$ cat src/rtl/sac_pkg.sv
package sac_pkg;

   // default geometry
   localparam int DEF_SET_COUNT    = 256;
   localparam int DEF_WAY_COUNT    = 8;
   localparam int DEF_ADDR_WIDTH   = 48;
   localparam int DEF_MAX_PREFETCH = 15;

   localparam int QUEUE_DEPTH = 2;
   localparam int CSR_IDX_W   = 3;
   localparam int CSR_DATA_W  = 4;
   localparam int FETCH_W     = 5;
   // set_index_bits is 4 bits, so at most 15 raw set bits
   localparam int RAW_SET_W   = 15;

   // register indexes
   localparam logic [CSR_IDX_W-1:0] CSR_SET_INDEX_BITS = 3'd0;
   localparam logic [CSR_IDX_W-1:0] CSR_OFFSET_BITS    = 3'd1;
   localparam logic [CSR_IDX_W-1:0] CSR_WAYS_IN_USE    = 3'd2;
   localparam logic [CSR_IDX_W-1:0] CSR_LRU_MODE       = 3'd3;
   localparam logic [CSR_IDX_W-1:0] CSR_PREFETCH_LINES = 3'd4;

   typedef struct packed {
      logic [3:0] set_index_bits;
      logic [3:0] offset_bits;
      logic [3:0] ways_in_use;
      logic       lru_mode;
      logic [3:0] prefetch_lines;
   } cfg_type;

   localparam cfg_type CFG_RESET = '{
      set_index_bits: 4'd0,
      offset_bits:    4'd6,
      ways_in_use:    4'd1,
      lru_mode:       1'b0,
      prefetch_lines: 4'd0
   };

   typedef enum logic [1:0] {F_IDLE, F_LOC, F_RED, F_PUSH} front_state_type;
   typedef enum logic [1:0] {B_IDLE, B_WAIT, B_EMIT} back_state_type;

   // command from the sequencer to one cache
   typedef struct packed {
      logic valid;
      logic probe;
      logic lru;
   } cache_cmd_type;

   // status from one cache
   typedef struct packed {
      logic ready;
      logic done;
      logic hit;
   } cache_stat_type;

endpackage

$ cat src/rtl/sac_channels.sv
interface sac_req_if #(parameter int ADDR_WIDTH = 48);
   logic                  valid;
   logic                  ready;
   logic                  op;
   logic [ADDR_WIDTH-1:0] address;
   modport source (output valid, op, address, input ready);
   modport sink   (input valid, op, address, output ready);
endinterface


$ cat src/rtl/sac_front.sv
module sac_front import sac_pkg::*; #(
   parameter int SET_COUNT    = DEF_SET_COUNT,
   parameter int ADDR_WIDTH   = DEF_ADDR_WIDTH,
   parameter int MAX_PREFETCH = DEF_MAX_PREFETCH,
   parameter int SET_W        = 8,
   parameter int ENT_W        = 59
) (
   input  logic             clock,
   input  logic             reset,
   input  cfg_type          cfg,
   sac_req_if.sink          req,
   output logic             push_valid,
   input  logic             push_ready,
   output logic [ENT_W-1:0] push_data
);
   localparam int CNT_W     = (MAX_PREFETCH > 0) ? $clog2(MAX_PREFETCH + 1) : 1;
   localparam bit POW2      = (SET_COUNT & (SET_COUNT - 1)) == 0;
   localparam int RED_STEPS = 4;
   localparam int ROUNDS    = (RAW_SET_W + RED_STEPS - 1) / RED_STEPS;
   localparam int RND_W     = (ROUNDS > 1) ? $clog2(ROUNDS) : 1;
   localparam int RED_W     = RAW_SET_W + $clog2(SET_COUNT) + 1;
   localparam logic [RAW_SET_W-1:0] SET_MASK = RAW_SET_W'(SET_COUNT - 1);

   front_state_type        state_ff, state_in;
   logic                   op_ff, op_in;
   logic [ADDR_WIDTH-1:0]  cur_ff, cur_in;
   logic [CNT_W-1:0]       idx_ff, idx_in, cnt_ff, cnt_in;
   logic [RAW_SET_W-1:0]   rem_ff, rem_in;
   logic [ADDR_WIDTH-1:0]  tag_ff, tag_in;
   logic [RND_W-1:0]       rnd_ff, rnd_in;

   logic [ADDR_WIDTH-1:0]  block, blk_tag, step;
   logic [RAW_SET_W:0]     raw_mask_wide;
   logic [RAW_SET_W-1:0]   raw, red, set_full;
   logic [RED_W-1:0]       thr;
   logic [CNT_W-1:0]       pf_count;
   logic                   last_blk;
   int                     k;

   // address split of the current block
   always_comb begin
      block         = cur_ff >> cfg.offset_bits;
      raw_mask_wide = ((RAW_SET_W + 1)'(1) << cfg.set_index_bits) - 1'b1;
      raw           = block[RAW_SET_W-1:0] & raw_mask_wide[RAW_SET_W-1:0];
      blk_tag       = block >> cfg.set_index_bits;
      step          = ADDR_WIDTH'(1) << cfg.offset_bits;
      pf_count      = CNT_W'((int'(cfg.prefetch_lines) > MAX_PREFETCH) ?
                             MAX_PREFETCH : int'(cfg.prefetch_lines));
      last_blk      = idx_ff == cnt_ff;
      set_full      = POW2 ? (rem_ff & SET_MASK) : rem_ff;
   end

   // a few restoring subtract steps of the set reduction per cycle
   always_comb begin
      red = rem_ff;
      thr = '0;
      k   = 0;
      for (int j = RED_STEPS - 1; j >= 0; j--) begin
         k   = int'(rnd_ff) * RED_STEPS + j;
         thr = RED_W'(SET_COUNT) << k;
         if (k < RAW_SET_W && RED_W'(red) >= thr) begin
            red = red - thr[RAW_SET_W-1:0];
         end
      end
   end

   // next state
   always_comb begin
      state_in = state_ff;
      case (state_ff)
         F_IDLE: if (req.valid) state_in = F_LOC;
         F_LOC:  state_in = POW2 ? F_PUSH : F_RED;
         F_RED:  if (rnd_ff == '0) state_in = F_PUSH;
         F_PUSH: if (push_ready) state_in = last_blk ? F_IDLE : F_LOC;
         default: state_in = F_IDLE;
      endcase
   end

   // outputs
   always_comb begin
      req.ready  = 1'b0;
      push_valid = 1'b0;
      case (state_ff)
         F_IDLE:  req.ready  = 1'b1;
         F_PUSH:  push_valid = 1'b1;
         default: ;
      endcase
   end

   assign push_data = {op_ff, idx_ff != '0, last_blk, set_full[SET_W-1:0], tag_ff};

   // datapath registers
   always_comb begin
      op_in  = op_ff;
      cur_in = cur_ff;
      idx_in = idx_ff;
      cnt_in = cnt_ff;
      rem_in = rem_ff;
      tag_in = tag_ff;
      rnd_in = rnd_ff;
      case (state_ff)
         F_IDLE: begin
            op_in  = req.op;
            cur_in = req.address;
            idx_in = '0;
            cnt_in = pf_count;
         end
         F_LOC: begin
            rem_in = raw;
            tag_in = blk_tag;
            rnd_in = RND_W'(ROUNDS - 1);
         end
         F_RED: begin
            rem_in = red;
            rnd_in = rnd_ff - 1'b1;
         end
         F_PUSH: begin
            if (push_ready && !last_blk) begin
               cur_in = cur_ff + step;
               idx_in = idx_ff + 1'b1;
            end
         end
         default: ;
      endcase
   end

   always_ff @(posedge clock) begin
      if (reset) begin
         state_ff <= F_IDLE;
      end else begin
         state_ff <= state_in;
      end
   end

   always_ff @(posedge clock) begin
      op_ff  <= op_in;
      cur_ff <= cur_in;
      idx_ff <= idx_in;
      cnt_ff <= cnt_in;
      rem_ff <= rem_in;
      tag_ff <= tag_in;
      rnd_ff <= rnd_in;
   end

endmodule

$ cat src/flat_wrapper.sv
// flat-port wrapper written by rule: the top's interface ports become plain ports
module sac_front_flat import sac_pkg::*;
#(
   parameter int SET_COUNT    = DEF_SET_COUNT,
   parameter int ADDR_WIDTH   = DEF_ADDR_WIDTH,
   parameter int MAX_PREFETCH = DEF_MAX_PREFETCH,
   parameter int SET_W        = 8,
   parameter int ENT_W        = 59
)
  (clock, reset, cfg, push_valid, push_ready, push_data, req_valid, req_op, req_address, req_ready);
  sac_req_if #(.ADDR_WIDTH(ADDR_WIDTH)) req_i ();
  input  logic clock;
  input  logic reset;
  input  cfg_type cfg;
  output logic push_valid;
  input  logic push_ready;
  output logic [ENT_W-1:0] push_data;
  input wire logic [$bits(req_i.valid)-1:0] req_valid;
  input wire logic [$bits(req_i.op)-1:0] req_op;
  input wire logic [$bits(req_i.address)-1:0] req_address;
  output wire logic [$bits(req_i.ready)-1:0] req_ready;
  assign req_i.valid = req_valid;
  assign req_i.op = req_op;
  assign req_i.address = req_address;
  assign req_ready = req_i.ready;
  sac_front #(.SET_COUNT(SET_COUNT), .ADDR_WIDTH(ADDR_WIDTH), .MAX_PREFETCH(MAX_PREFETCH), .SET_W(SET_W), .ENT_W(ENT_W)) u_core (.clock(clock), .reset(reset), .cfg(cfg), .req(req_i), .push_valid(push_valid), .push_ready(push_ready), .push_data(push_data));
endmodule
$ cat config.mk
export PLATFORM = sky130hd
export DESIGN_NAME = sac_front_flat
export DESIGN_NICKNAME = d
export VERILOG_FILES = /design/src/rtl/sac_pkg.sv /design/src/rtl/sac_channels.sv /design/src/rtl/sac_front.sv /design/src/flat_wrapper.sv
export SDC_FILE = /design/constraint.sdc
export NUM_CORES = 1
export LEC_CHECK = 0
export ABC_CLOCK_PERIOD_IN_PS = 4900
export BUFFER_PORTS_ARGS = -buffer_cell sky130_fd_sc_hd__buf_2
export CAP_MARGIN = 10
export CORE_MARGIN = 8
export CORE_UTILIZATION = 40
export CTS_BUF_LIST = sky130_fd_sc_hd__clkbuf_16
export CTS_CLUSTER_SIZE = 16
export DETAILED_ROUTE_END_ITERATION = 16
export GPL_ROUTABILITY_DRIVEN = 0
export HOLD_SLACK_MARGIN = 0.08
export PLACE_DENSITY = 0.72
export SYNTH_ARGS = -nofsm -noshare
export SYNTH_HDL_FRONTEND = slang
export SYNTH_SLANG_ARGS = --single-unit
$ cat constraint.sdc
create_clock -name clock -period 4.9 [get_ports clock]
set_input_delay 0.735 -clock clock [delete_from_list [all_inputs] [get_ports clock]]
set_output_delay 0.735 -clock clock [all_outputs]
set_load 0.03 [all_outputs]
## Word-level counts from Yosys, hierarchy flattened

Cells that the tools add are included.

- Bits in registers: 124
- Input bits: 70
- Logic and storage cells: 74

- Add/subtract/negate cells: 11
- Order comparisons: 8
- Equality and inequality tests: 8
- Shift-type cells: 8
- Muxes and demuxes: 17
- Bitwise logic cells: 1
- Reductions and logical operators: 13

Operators with widths:

| kind | number |
|---|---|
| 15-bit by 24-bit >= comparator with 1-bit output | 4 |
| 32-bit by 5-bit less-than comparator with 1-bit output, second input constant | 3 |
| 48-bit one-hot mux with 2 select lines | 1 |
| 9-bit by 32-bit left shift with 24-bit output, first input constant | 3 |
| 48-bit by 4-bit >> shifter with 48-bit output | 2 |
| 15-bit 2-to-1 mux | 4 |
| 15-bit subtractor | 4 |
| 48-bit adder | 1 |
| 48-bit 2-to-1 mux | 1 |
| 1-bit by 4-bit left shift with 48-bit output, first input constant | 1 |
| 15-bit one-hot mux with 2 select lines | 1 |
| 9-bit by 4-bit left shift with 24-bit output, first input constant | 1 |
| 15-bit AND | 1 |
| 1-bit by 4-bit left shift with 15-bit output, first input constant | 1 |
| 15-bit by 1-bit subtractor with 15-bit output, second input constant | 1 |
| 4-bit by 2-bit adder with 5-bit output, second input constant | 2 |
| 2-bit one-hot mux with 4 select lines | 1 |
| 4-bit one-hot mux with 2 select lines | 1 |
| 2-bit 2-to-1 mux | 3 |
| 4-bit by 1-bit adder with 5-bit output, second input constant | 1 |
| 1-bit logical AND | 5 |
| 4-bit by 1-bit adder with 4-bit output, second input constant | 1 |
| 2-bit equality test, second input constant | 2 |
| 4-bit equality test | 1 |
| other kinds (14) | 20 |

## Depth between registers and ports, before layout

Gate-level depths: netlist (run 1).

- Depth in word-level cells: 15
- Gate-level depth with buffers: 20
- Mapped depth without buffers: 16

## Worst setup path after synthesis (run 1)

OpenSTA, ideal clock, no wires.

- Kind: in2reg
- Start point: in cfg[9] in the netlist's numbering
- End point: reg u_core.cur_ff[25], data pin
- Library setup time: 0.270 ns
- Data arrival time: 4.731 ns
- Data required time: 4.630 ns
- Setup slack: -0.101 ns
- Stages on the path: 18
- Cells stage by stage: buf_2 buf_2 buf_2 buf_2 clkbuf_1 nand3_1 inv_1 ha_1 a21o_1 a21o_1 a2111o_1 a211oi_1 o31ai_1 o41ai_1 nor2_1 and3_1 xnor2_1 a21oi_1

- Cells in the longest elaborated chain, start to end: 4

Ends and longest elaborated chain:

| what | RTL line | source |
|---|---|---|
| from (decl) | flat_wrapper.sv:14 | `input cfg_type cfg;` |
| 1-bit by 4-bit left shift with 48-bit output | sac_front.sv:46 | `step = ADDR_WIDTH'(1) << cfg.offset_bits;` |
| 48-bit adder | sac_front.sv:119 | `cur_in = cur_ff + step;` |
| 48-bit 2-to-1 mux | sac_front.sv:118 | `if (push_ready && !last_blk) begin` |
| 48-bit one-hot mux with 2 select lines | sac_front.sv:101 | `case (state_ff)` |
| named net u_core.cur_in[25] | sac_front.sv:26 | `logic [ADDR_WIDTH-1:0] cur_ff, cur_in;` |
| to (signal assigned) | sac_front.sv:137 | `cur_ff <= cur_in;` |
| to (decl) | sac_front.sv:26 |  |

The timed path passes the listed nets, and every way through them passes these cells. The select of a mux whose other input is x is not followed.
A chain may end at the register's enable or synchronous reset.

## Worst setup path in the final report (run 1)

- Start point: in cfg[11] in the netlist's numbering
- End point: reg u_core.cur_ff[33], data pin

Same word-level chain as after synthesis.

==> impl_results.md, run 1 <==
* Final setup margin at 0.925 ns
* CP max FO at 29
* Number of global-route vias before repair at 7854
* Post-synthesis cell count at between 1000 and 1500
* Crit path kind: in -> reg
* Fin crit share at 0.811
* WP data required at between 5 and 6 ns
* Hold Buf Count CTS at 0
* Rows at 58
* # setup viols final at 0
* DR pass1 iterations at 9
* Die H at roughly 170 um
* Drt via density at 5.61
* Most used DFF post-synth: edfxtp_1
* Die Wd at 174 um
* Synth area leaders: edfxtp_1, mux4_2, mux2i_1
* GRT Util Overall at 0.169
* Unrepaired setup endpoints after global routing: false
* Num CTS Buffers at 17
* Distinct cell type count after synthesis at 47
* Synth warn at 0
* CP arrival at 4.11 ns
* Critical Path Source Type: input port
* Post-synth EDFFs at between 100 and 150
* Power density over cell area at 580 nW/um^2
* Via count at 8297
* Initial antenna violation count at 0
* Max VDD drop at 0.480 mV
* Port bufs at around 130
* HP Class: in -> reg
* Synthesis-to-finish area growth at 14.0%
* Diodes inserted at 0
* # IOs at ~130
* Setup crit end kind: flip-flop
* CTS tree: yes
* Final Power at about 6.6 mW
* Netlist Area Pre-Place at between 10000 and 15000 sq um
* Status: completed
* Syn Area/Cell at approximately 9.4 sq um
* HPWL Detailed at 19500 um
* Drt drc at 0
* DP Cell Count at 1446
* Setup TNS at 0 ns
* Max Clock Freq at 252 MHz
* Final hold vios at 0
* Clock Sinks at approximately 120
* Post-synth top area share at 0.344
* Worst slack, placed at 0.520 ns
* Fin nets at between 1000 and 1500
* Worst-skew pair later-pin latency at about 0.42 ns
* Clock Path Buffers at 2
* Post-DRT Antenna Nets at 0
* Routed Wire Length at 25900 um
* Asr flop ratio synth at 0
* Synth area leader: edfxtp_1
* Initial drt markers at 707
* Worst-Margin Slew at 1.13 ns
* Post-CTS Setup Repair Bufs at 0
* CORE AREA at ~25000 sq um
* Synth Register Bits at 117
* First-pass GRT wire length at 42100 um
* Sequential share of the synthesized area at 0.348
* Slew Viols, Final at 0
* Resize count post-CTS at 0
* Largest net degree at the start of global routing at 81
* Die area at 30400 sq um
* Clock Skew at around 0.0096 ns
* H-tree levels at 4
* Layout cells sized above 1 at 0.233
* Initial core utilization at 0.403
* Wire per inst at 17.5 um
* Leak at ~4.7 nW
* Worst slew margin at 0.249
* CTS Root Cell: clkbuf_16
* Clock transition at the registers of the reported paths at 0.06 ns
* Max-cap check violation count at 0
* Syn Nets at 1161
* Total overflow reported by the global router at 0
* Non-Filler Instances at 1478
* Final Critical Period at between 3 and 4 ns
==> path summary, 6_finish.rpt <==
kind	cells after the start	from	end	slack (ns)
worst max register to register	11	u_core.cur_ff[1]	u_core.cur_ff[33]	1.31
worst max-delay path	15	cfg[11]	u_core.cur_ff[33]	0.92
worst min register to register	2	u_core.state_ff[1]	u_core.state_ff[1]	0.56
worst min-delay path	2	reset	u_core.state_ff[1]	0.48
==> worst max-delay path, cell delays in order <==
cell,delay (ns)
buf_2,0.14
buf_4,0.33
nand2_1,0.18
nor3_1,0.17
ha_1,0.29
o21a_1,0.18
o21a_1,0.17
and3_1,0.19
a211oi_1,0.31
o31ai_1,0.17
o41ai_2,0.43
nor2_1,0.31
and3_1,0.27
xnor2_1,0.14
a21oi_1,0.08
==> placed cells by master (no fill, tap or decap), types with 7 or more instances in the layout <==
cell	count
a211oi_1	8
a21o_1	8
a21oi_1	81
and2_1	10
buf_2	125
buf_4	15
clkbuf_16	17
edfxtp_1	115
ha_1	23
inv_1	29
mux2_2	29
mux2i_1	95
mux4_2	56
nand2_1	143
nand3_1	16
nand4_1	7
nor2_1	152
nor3_1	21
o21a_1	7
o21ai_0	46
o22ai_1	7
o31ai_1	10
xnor2_1	23
xor2_1	29
==> cells in the mapped netlist (3+ instances only) <==
cell / count
or2_2: 6
a211o_1: 4
and4_1: 4
nor4_1: 3
nor2b_1: 4
o211ai_1: 4
and2_1: 10
nor2_1: 152
inv_2: 3
buf_2: 4
nor3_1: 21
nand2_1: 143
a21o_1: 8
a211oi_1: 8
inv_1: 28
o22ai_1: 8
nand3_1: 16
xnor2_1: 23
a21oi_1: 81
buf_4: 10
mux2_2: 29
o22a_1: 3
clkbuf_1: 60
ha_1: 25
buf_1: 15
nand4_1: 7
o21a_1: 7
and3_1: 5
mux2i_1: 95
a31oi_1: 5
o21ai_0: 46
edfxtp_1: 115
o31ai_1: 10
xor2_1: 29
or3_1: 3
mux4_2: 56
==> final cells by class <==
class | instances | area, sq um
clock buffers | 17 | 425
clock inverters | 15 | 178
fillers | 2357 | 13500
inverters | 31 | 116
multi-input cells | 828 | 6070
flip-flops and latches | 117 | 3490
well taps | 330 | 413
repair buffers | 140 | 738
==> metal layers <==
layer | track usage | up-vias | wire length [um]
li1 | - | 4006 | -
met1 | 0.238 | 3936 | 12000
met2 | 0.256 | 319 | 11700
met3 | 0.0360 | 36 | 1660
met4 | 0.0531 | 0 | 493
met5 | 0 | - | 0
==> cell families (layout without fill, tap and decap cells) <==
group                    after synthesis  count (layout)  share of synthesized area
AO/OA/AOI/OAI                        189             189                      0.110
XOR/XNOR                              52              52                     0.0454
adder cells (fa/ha/maj)               26              26                     0.0332
buffers and inverters                120             203                     0.0491
flip-flops                           117             117                      0.348
multiplexers                         180             180                      0.253
AND/OR/NAND/NOR                      381             381                      0.161
==> registers in the layout, summed over array words and instances, names as in the netlist <==
register / cells
u_core.cur_ff: 48
u_core.tag_ff: 48
u_core.rem_ff: 8
u_core.cnt_ff: 4
u_core.idx_ff: 4
u_core.rnd_ff: 2
u_core.state_ff: 2
u_core.op_ff: 1
==> per-stage QoR <==
step,util,area (sq um),hold WS [ns]
finish,0.459,11400,0.481
detailed placement,0.435,10800,0.546
CTS,0.459,11400,0.465
floorplan,-,10000,0.514
global route,0.459,11400,0.471
global placement,0.435,10800,0.535
==> where the power goes <==
group | switching, mW | total [mW] | internal, mW | leakage, nW
Sequential | 0.405 | 2.17 | 1.76 | 1.13
Clock | 0.487 | 1.29 | 0.802 | 0.289
Combinational | 1.98 | 3.18 | 1.20 | 3.26
Total | 2.87 | 6.64 | 3.77 | 4.68
No activity file was read; power rests on OpenSTA's default activity.
==> run 2: changes to the inputs <==
Settings changed: ABC_CLOCK_PERIOD_IN_PS 4900 to 4100, PLACE_DENSITY 0.72 to 0.7.
Clock period 4.9 ns to 4.1 ns, I/O delays scaled along.
==> run 2 against run 1 <==
  * Clock power increased by 18%
  * Sequential power is 19% higher
  * Non-clock buffer count up 9
  * Setup slack got worse by 0.36 ns
  * Register-to-register slack lost 0.57 ns
  * Final cell count increased by 0.68%
  * Die area unchanged
  * Utilization is 0.43 points higher
  * Combinational power increased by 20%
  * Sequential share of layout area decreased by 0.28 points
  * Routed wire length grew 1.1%
==> impl_results.md, run 2 (synthesis gave the netlist of run 1 again) <==
* Post-DRT Antenna Nets at 0
* Part of the power in registers at 0.327
* Crit path kind: in -> reg
* Final hold vios at 0
* Fin nets at ~1200
* H-tree levels at 4
* CP max FO at 10
* Number of global-route vias before repair at 7917
* Status: completed
* Fin crit share at 0.863
* Sw Ratio at 0.435
* Total overflow reported by the global router at 0
* Via count at 8259
* Clock Path Buffers at 2
* Net Switching at around 3.4 mW
* Drt drc at 0
* Max VDD drop at 0.339 mV
* Unrepaired setup endpoints after global routing: false
* Pint at 4.47 mW
* Hold Buf Count CTS at 0
* Clock power frac at 0.192
* Setup crit end kind: flip-flop
* CP peak stage delay at 0.44 ns
* Worst-skew pair later-pin latency at 0.43 ns
* WP data required at 4.24 ns
* Non-Filler Instances at 1488
* Clock Sinks at 117
* Power density over cell area at 686 nW/um^2
* Worst slew margin at 0.266
* Comb pwr share at 0.482
* Wire per inst at 17.6 um
* Layout cells sized above 1 at 0.248
* Resize count post-CTS at 0
* Rows at 58
* CTS tree: yes
* CP arrival at 3.68 ns
* Leak at around 4.7 nW
* DP Cell Count at 1455
* Initial core utilization at 0.403
* Setup TNS at 0 ns
* Slowest CP cell: a2111o_1
* # IOs at 131
* Post-CTS Setup Repair Bufs at 0
* Die H at 174 um
* Initial antenna violation count at 2
* Critical-path cell list: buf_2 -> nand3_1 -> inv_1 -> ha_1 -> a21o_1 -> a21o_1 -> a2111o_1 -> a211oi_2 -> o31ai_1 -> o41ai_2 -> nor2_2 -> and3_1 -> xnor2_1 -> a21oi_1
* Slew Viols, Final at 0
* HP Class: in -> reg
* Final Power at 7.92 mW
* Max-cap check violation count at 0
* HPWL Detailed at 19700 um
* Largest registers: u_core.cur_ff: 48 flops, u_core.tag_ff: 48 flops, u_core.rem_ff: 8 flops
* Max Clock Freq at 283 MHz
* Commonest cells after routing, fill and taps aside: nor2_1, nand2_1, buf_2, edfxtp_1, mux2i_1
* Critical Path Source Type: input port
* Die Wd at 174 um
* DR pass1 iterations at 6
* Initial drt markers at 706
* # setup viols final at 0
* CTS Root Cell: clkbuf_16
* Port bufs at 125
* CORE AREA at 24900 sq um
* Final Critical Period at 3.54 ns
* GRT Util Overall at 0.169
* First-pass GRT wire length at 42000 um
* Clock Skew at 0.0114 ns
* Die area at 30400 sq um
* Filler cells at 2352
* Clock transition at the registers of the reported paths at 0.06 ns
* Drt via density at 5.55
* Worst-Margin Slew at between 1 and 1.5 ns
* Largest net degree at the start of global routing at 64
* Commonest non-fill, non-tap cell in the layout: nor2_1
* Synthesis-to-finish area growth at 15.1%
* Most used cell, CP: a21o_1
* Routed Wire Length at 26200 um
* Num CTS Buffers at 17
==> run 2: changes by cell type in the layout (fill, tap and decap cells not counted), moves of 2 or more <==
cell,before,now
nor3_2,0,2
clkinvlp_4,3,1
inv_8,0,2
nor3_1,21,19
buf_4,15,24
==> run 2: area by class of cell <==
class	instances	area [sq um]	area share
well taps	330	413	0.0358
clock inverters	15	170	0.0147
multi-input cells	828	6110	0.530
clock buffers	17	425	0.0369
flip-flops and latches	117	3490	0.303
diodes	1	2.50	0.000217
repair buffers	149	806	0.0698
inverters	31	116	0.0101
==> run 2: per-layer routing <==
| layer | global-route usage | part of all wire | vias up |
|---|---|---|---|
| li1 | - | - | 4037 |
| met1 | 0.233 | 0.46 | 3851 |
| met2 | 0.260 | 0.45 | 330 |
| met3 | 0.0384 | 0.072 | 39 |
| met4 | 0.0520 | 0.020 | 2 |
| met5 | 0 | 0.00050 | - |
==> run 2: through the flow <==
stage / setup WS (ns) / utilization / hold WS, ns / cell area [sq um]
4_1_cts: 0.539 / 0.464 / 0.337 / 11500
6_report: 0.562 / 0.464 / 0.365 / 11500
3_5_place_dp: 0.0920 / 0.440 / 0.542 / 10900
5_1_grt: 0.291 / 0.464 / 0.352 / 11500
3_3_place_gp: 0.165 / 0.440 / 0.534 / 10900
2_1_floorplan: 0.0105 / - / 0.514 / 10100
==> run 2: power by group through the flow <==
| stage | clock network (mW) | logic (mW) | registers (mW) |
|---|---|---|---|
| 6_report | 1.52 | 3.82 | 2.59 |
| 5_1_grt | 1.58 | 4.17 | 2.66 |
| 4_1_cts | 1.55 | 3.82 | 2.58 |
| 3_5_place_dp | 0 | 3.80 | 2.60 |
| 3_3_place_gp | 0 | 3.73 | 2.57 |
| 2_1_floorplan | 0 | 2.61 | 2.77 |
==> run 2: worst paths after layout <==
check / from / to / slack, ns / cells past startpoint
max: cfg[9] / u_core.cur_ff[33] / 0.56 / 14
min: cfg[2] / u_core.cnt_ff[2] / 0.37 / 1
max reg2reg: u_core.cur_ff[1] / u_core.cur_ff[33] / 0.74 / 11
min reg2reg: u_core.state_ff[1] / u_core.state_ff[1] / 0.55 / 2
==> run 2: worst max-delay path, delay by kind of cell <==
kind	cells	cell delay, ns
compound gates	7	1.76
xor+xnor	1	0.13
fa+ha+maj	1	0.22
buf+inv	2	0.33
simple gates	3	0.61
==> run 3: changes to the inputs <==
Settings changed: ABC_CLOCK_PERIOD_IN_PS 4100 to 4059.
Clock period 4.1 ns to 4.06 ns, I/O delays scaled along.
==> run 3 against run 2 <==
  * Sequential share of layout area about the same
  * Utilization about the same
  * Highest routed layer unchanged
  * Count of clock-buffer cells in the layout did not move
  * Global-route usage rose by 0.17 points
  * Sequential power hardly changed
  * Final area about the same
  * Sequential cell count did not move
  * Critical path depth rose by 3
  * Combinational power is 1% higher
==> impl_results.md, run 3 (synthesis gave the netlist of run 1 again) <==
* Hold Buf Count CTS at 0
* # setup viols final at 0
* CP max FO at 6
* Hold-critical path endpoint: u_core.op_ff
* Reg2reg end: u_core.cur_ff[25]
* Diodes inserted at 0
* CORE AREA at ~25000 sq um
* CP arrival at 3.69 ns
* WP data required at 4.23 ns
* Unrepaired setup endpoints after global routing: false
* H-tree levels at 4
* Worst-skew pair later-pin latency at 0.43 ns
* Commonest cells after routing, fill and taps aside: nor2_1, nand2_1, buf_2, edfxtp_1, mux2i_1
* Post-CTS Setup Repair Bufs at 0
* Clock Sinks at 117
* CTS tree: yes
* Power density over cell area at 688 nW/um^2
* GRT Util Overall at 0.171
* HPWL Detailed at 19800 um
* Filler cells at 2380
* Drt drc at 0
* Die H at 174 um
* Status: completed
* Met2 GRT Util at 0.259
* Clock Skew at 0.00916 ns
* Port bufs at approximately 130
* Final Power at 7.94 mW
* Final core utilization at 0.464
* CTS Root Cell: clkbuf_16
* Reg2Reg Depth at 11
* Slew Viols, Final at 0
* Initial core utilization at 0.403
* Hold Startpoint: req_op
* Die area at 30400 sq um
* Final Critical Period at 3.52 ns
* Post-DRT Antenna Nets at 0
* Via count at between 8000 and 9000
* Crit path kind: in -> reg
* Layout cells sized above 1 at 0.250
* Final hold vios at 0
* Largest registers: u_core.cur_ff: 48 flops, u_core.tag_ff: 48 flops, u_core.rem_ff: 8 flops
* CP peak stage delay at 0.38 ns
* Resize count post-CTS at 0
* Max Clock Freq at 284 MHz
* Number of global-route vias before repair at 8115
* Initial drt markers at 749
* GRT met3 Usage at 0.0338
* Hold Path Depth at 1
* Wire per inst at 17.5 um
* Clock Path Buffers at 2
* Met1 Usage GRT at 0.241
* Fin nets at 1245
* Commonest non-fill, non-tap cell in the layout: nor2_1
* HP Class: in -> reg
* Die Wd at ~170 um
* Initial antenna violation count at 1
* Synthesis-to-finish area growth at 15.0%
* R2r setup slk at roughly 0.74 ns
* Leak at approximately 4.7 nW
* Routed Wire Length at roughly 26000 um
* Drt via density at 5.60
* Worst slew margin at 0.275
* Critical-path cell list: buf_2 -> inv_1 -> nand2_1 -> nor3_2 -> ha_2 -> inv_1 -> fa_2 -> nor2b_1 -> o21a_1 -> o21ai_1 -> a211o_1 -> a31oi_4 -> a211o_1 -> a21oi_1 -> nor3_1 -> xor2_1 -> mux2_2
* Rows at 58
* Clock transition at the registers of the reported paths at 0.06 ns
* # IOs at 131
* DR pass1 iterations at 5
* Fin crit share at 0.867
* Critical Path Source Type: input port
* Max VDD drop at 0.346 mV
* Total overflow reported by the global router at 0
* Worst-Margin Slew at 1.09 ns
* RR Startpoint: u_core.cur_ff[1]
* Setup crit end kind: flip-flop
* First-pass GRT wire length at roughly 43000 um
* Largest net degree at the start of global routing at 81
* Num CTS Buffers at 17
* Max-cap check violation count at 0
* Slowest CP cell: a211o_1
* Most Crowded Layer GR: met2
## run 3: cell count changes in the layout (fill, tap and decap cells not counted), sizes merged
cell | before | now
buf | 149 | 154
bufinv | 2 | 1
clkinv | 5 | 6
clkinvlp | 1 | 4
diode | 1 | 0
inv | 38 | 35
## run 3: final cells by class
cell class	instances	area, sq um	share of cell area
well taps	330	413	0.0358
inverters	31	116	0.0101
flip-flops and latches	117	3490	0.303
multi-input cells	828	6110	0.530
repair buffers	154	843	0.0731
clock buffers	17	425	0.0369
clock inverters	15	131	0.0114
## run 3: power by group
group / switching (mW) / total (mW) / internal (mW)
Sequential: 0.491 / 2.62 / 2.13
Clock: 0.608 / 1.45 / 0.843
Combinational: 2.39 / 3.87 / 1.48
Total: 3.49 / 7.94 / 4.45
## run 3: metrics by stage
stage	setup WS (ns)	hold WS [ns]	instances	setup TNS (ns)	area (sq um)
3_3_place_gp	0.126	0.536	1460	0	11000
6_report	0.538	0.360	1492	0	11500
4_1_cts	0.533	0.345	1492	0	11500
2_1_floorplan	-0.0179	0.514	1065	-0.0356	10100
5_1_grt	0.221	0.351	1492	0	11500
3_5_place_dp	0.102	0.548	1460	0	11000
## run 3: critical path, delay by kind of cell
kind	cells	cell delay (ns)
XOR/XNOR	1	0.10
AO/OA/AOI/OAI	6	1.17
buffers and inverters	3	0.31
adder cells (fa/ha/maj)	2	0.55
AND/OR/NAND/NOR	4	0.67
multiplexers	1	0.27
## run 3: layer usage
metal / share of wire / routed length [um]
met5: 0.00050 / 13
met4: 0.015 / 405
met3: 0.066 / 1730
met2: 0.45 / 11800
met1: 0.47 / 12200
## run 3: worst max path at each step
stage | startpoint | endpoint | depth (start not counted)
final | cfg[11] | u_core.cur_ff[40] | 17
after global placement | cfg[11] | u_core.cur_ff[25] | 15
after CTS | cfg[11] | u_core.cur_ff[25] | 15
after floorplan | cfg[9] | u_core.cur_ff[25] | 18
after detailed placement | cfg[11] | u_core.cur_ff[25] | 15
after global routing | cfg[11] | u_core.cur_ff[40] | 17
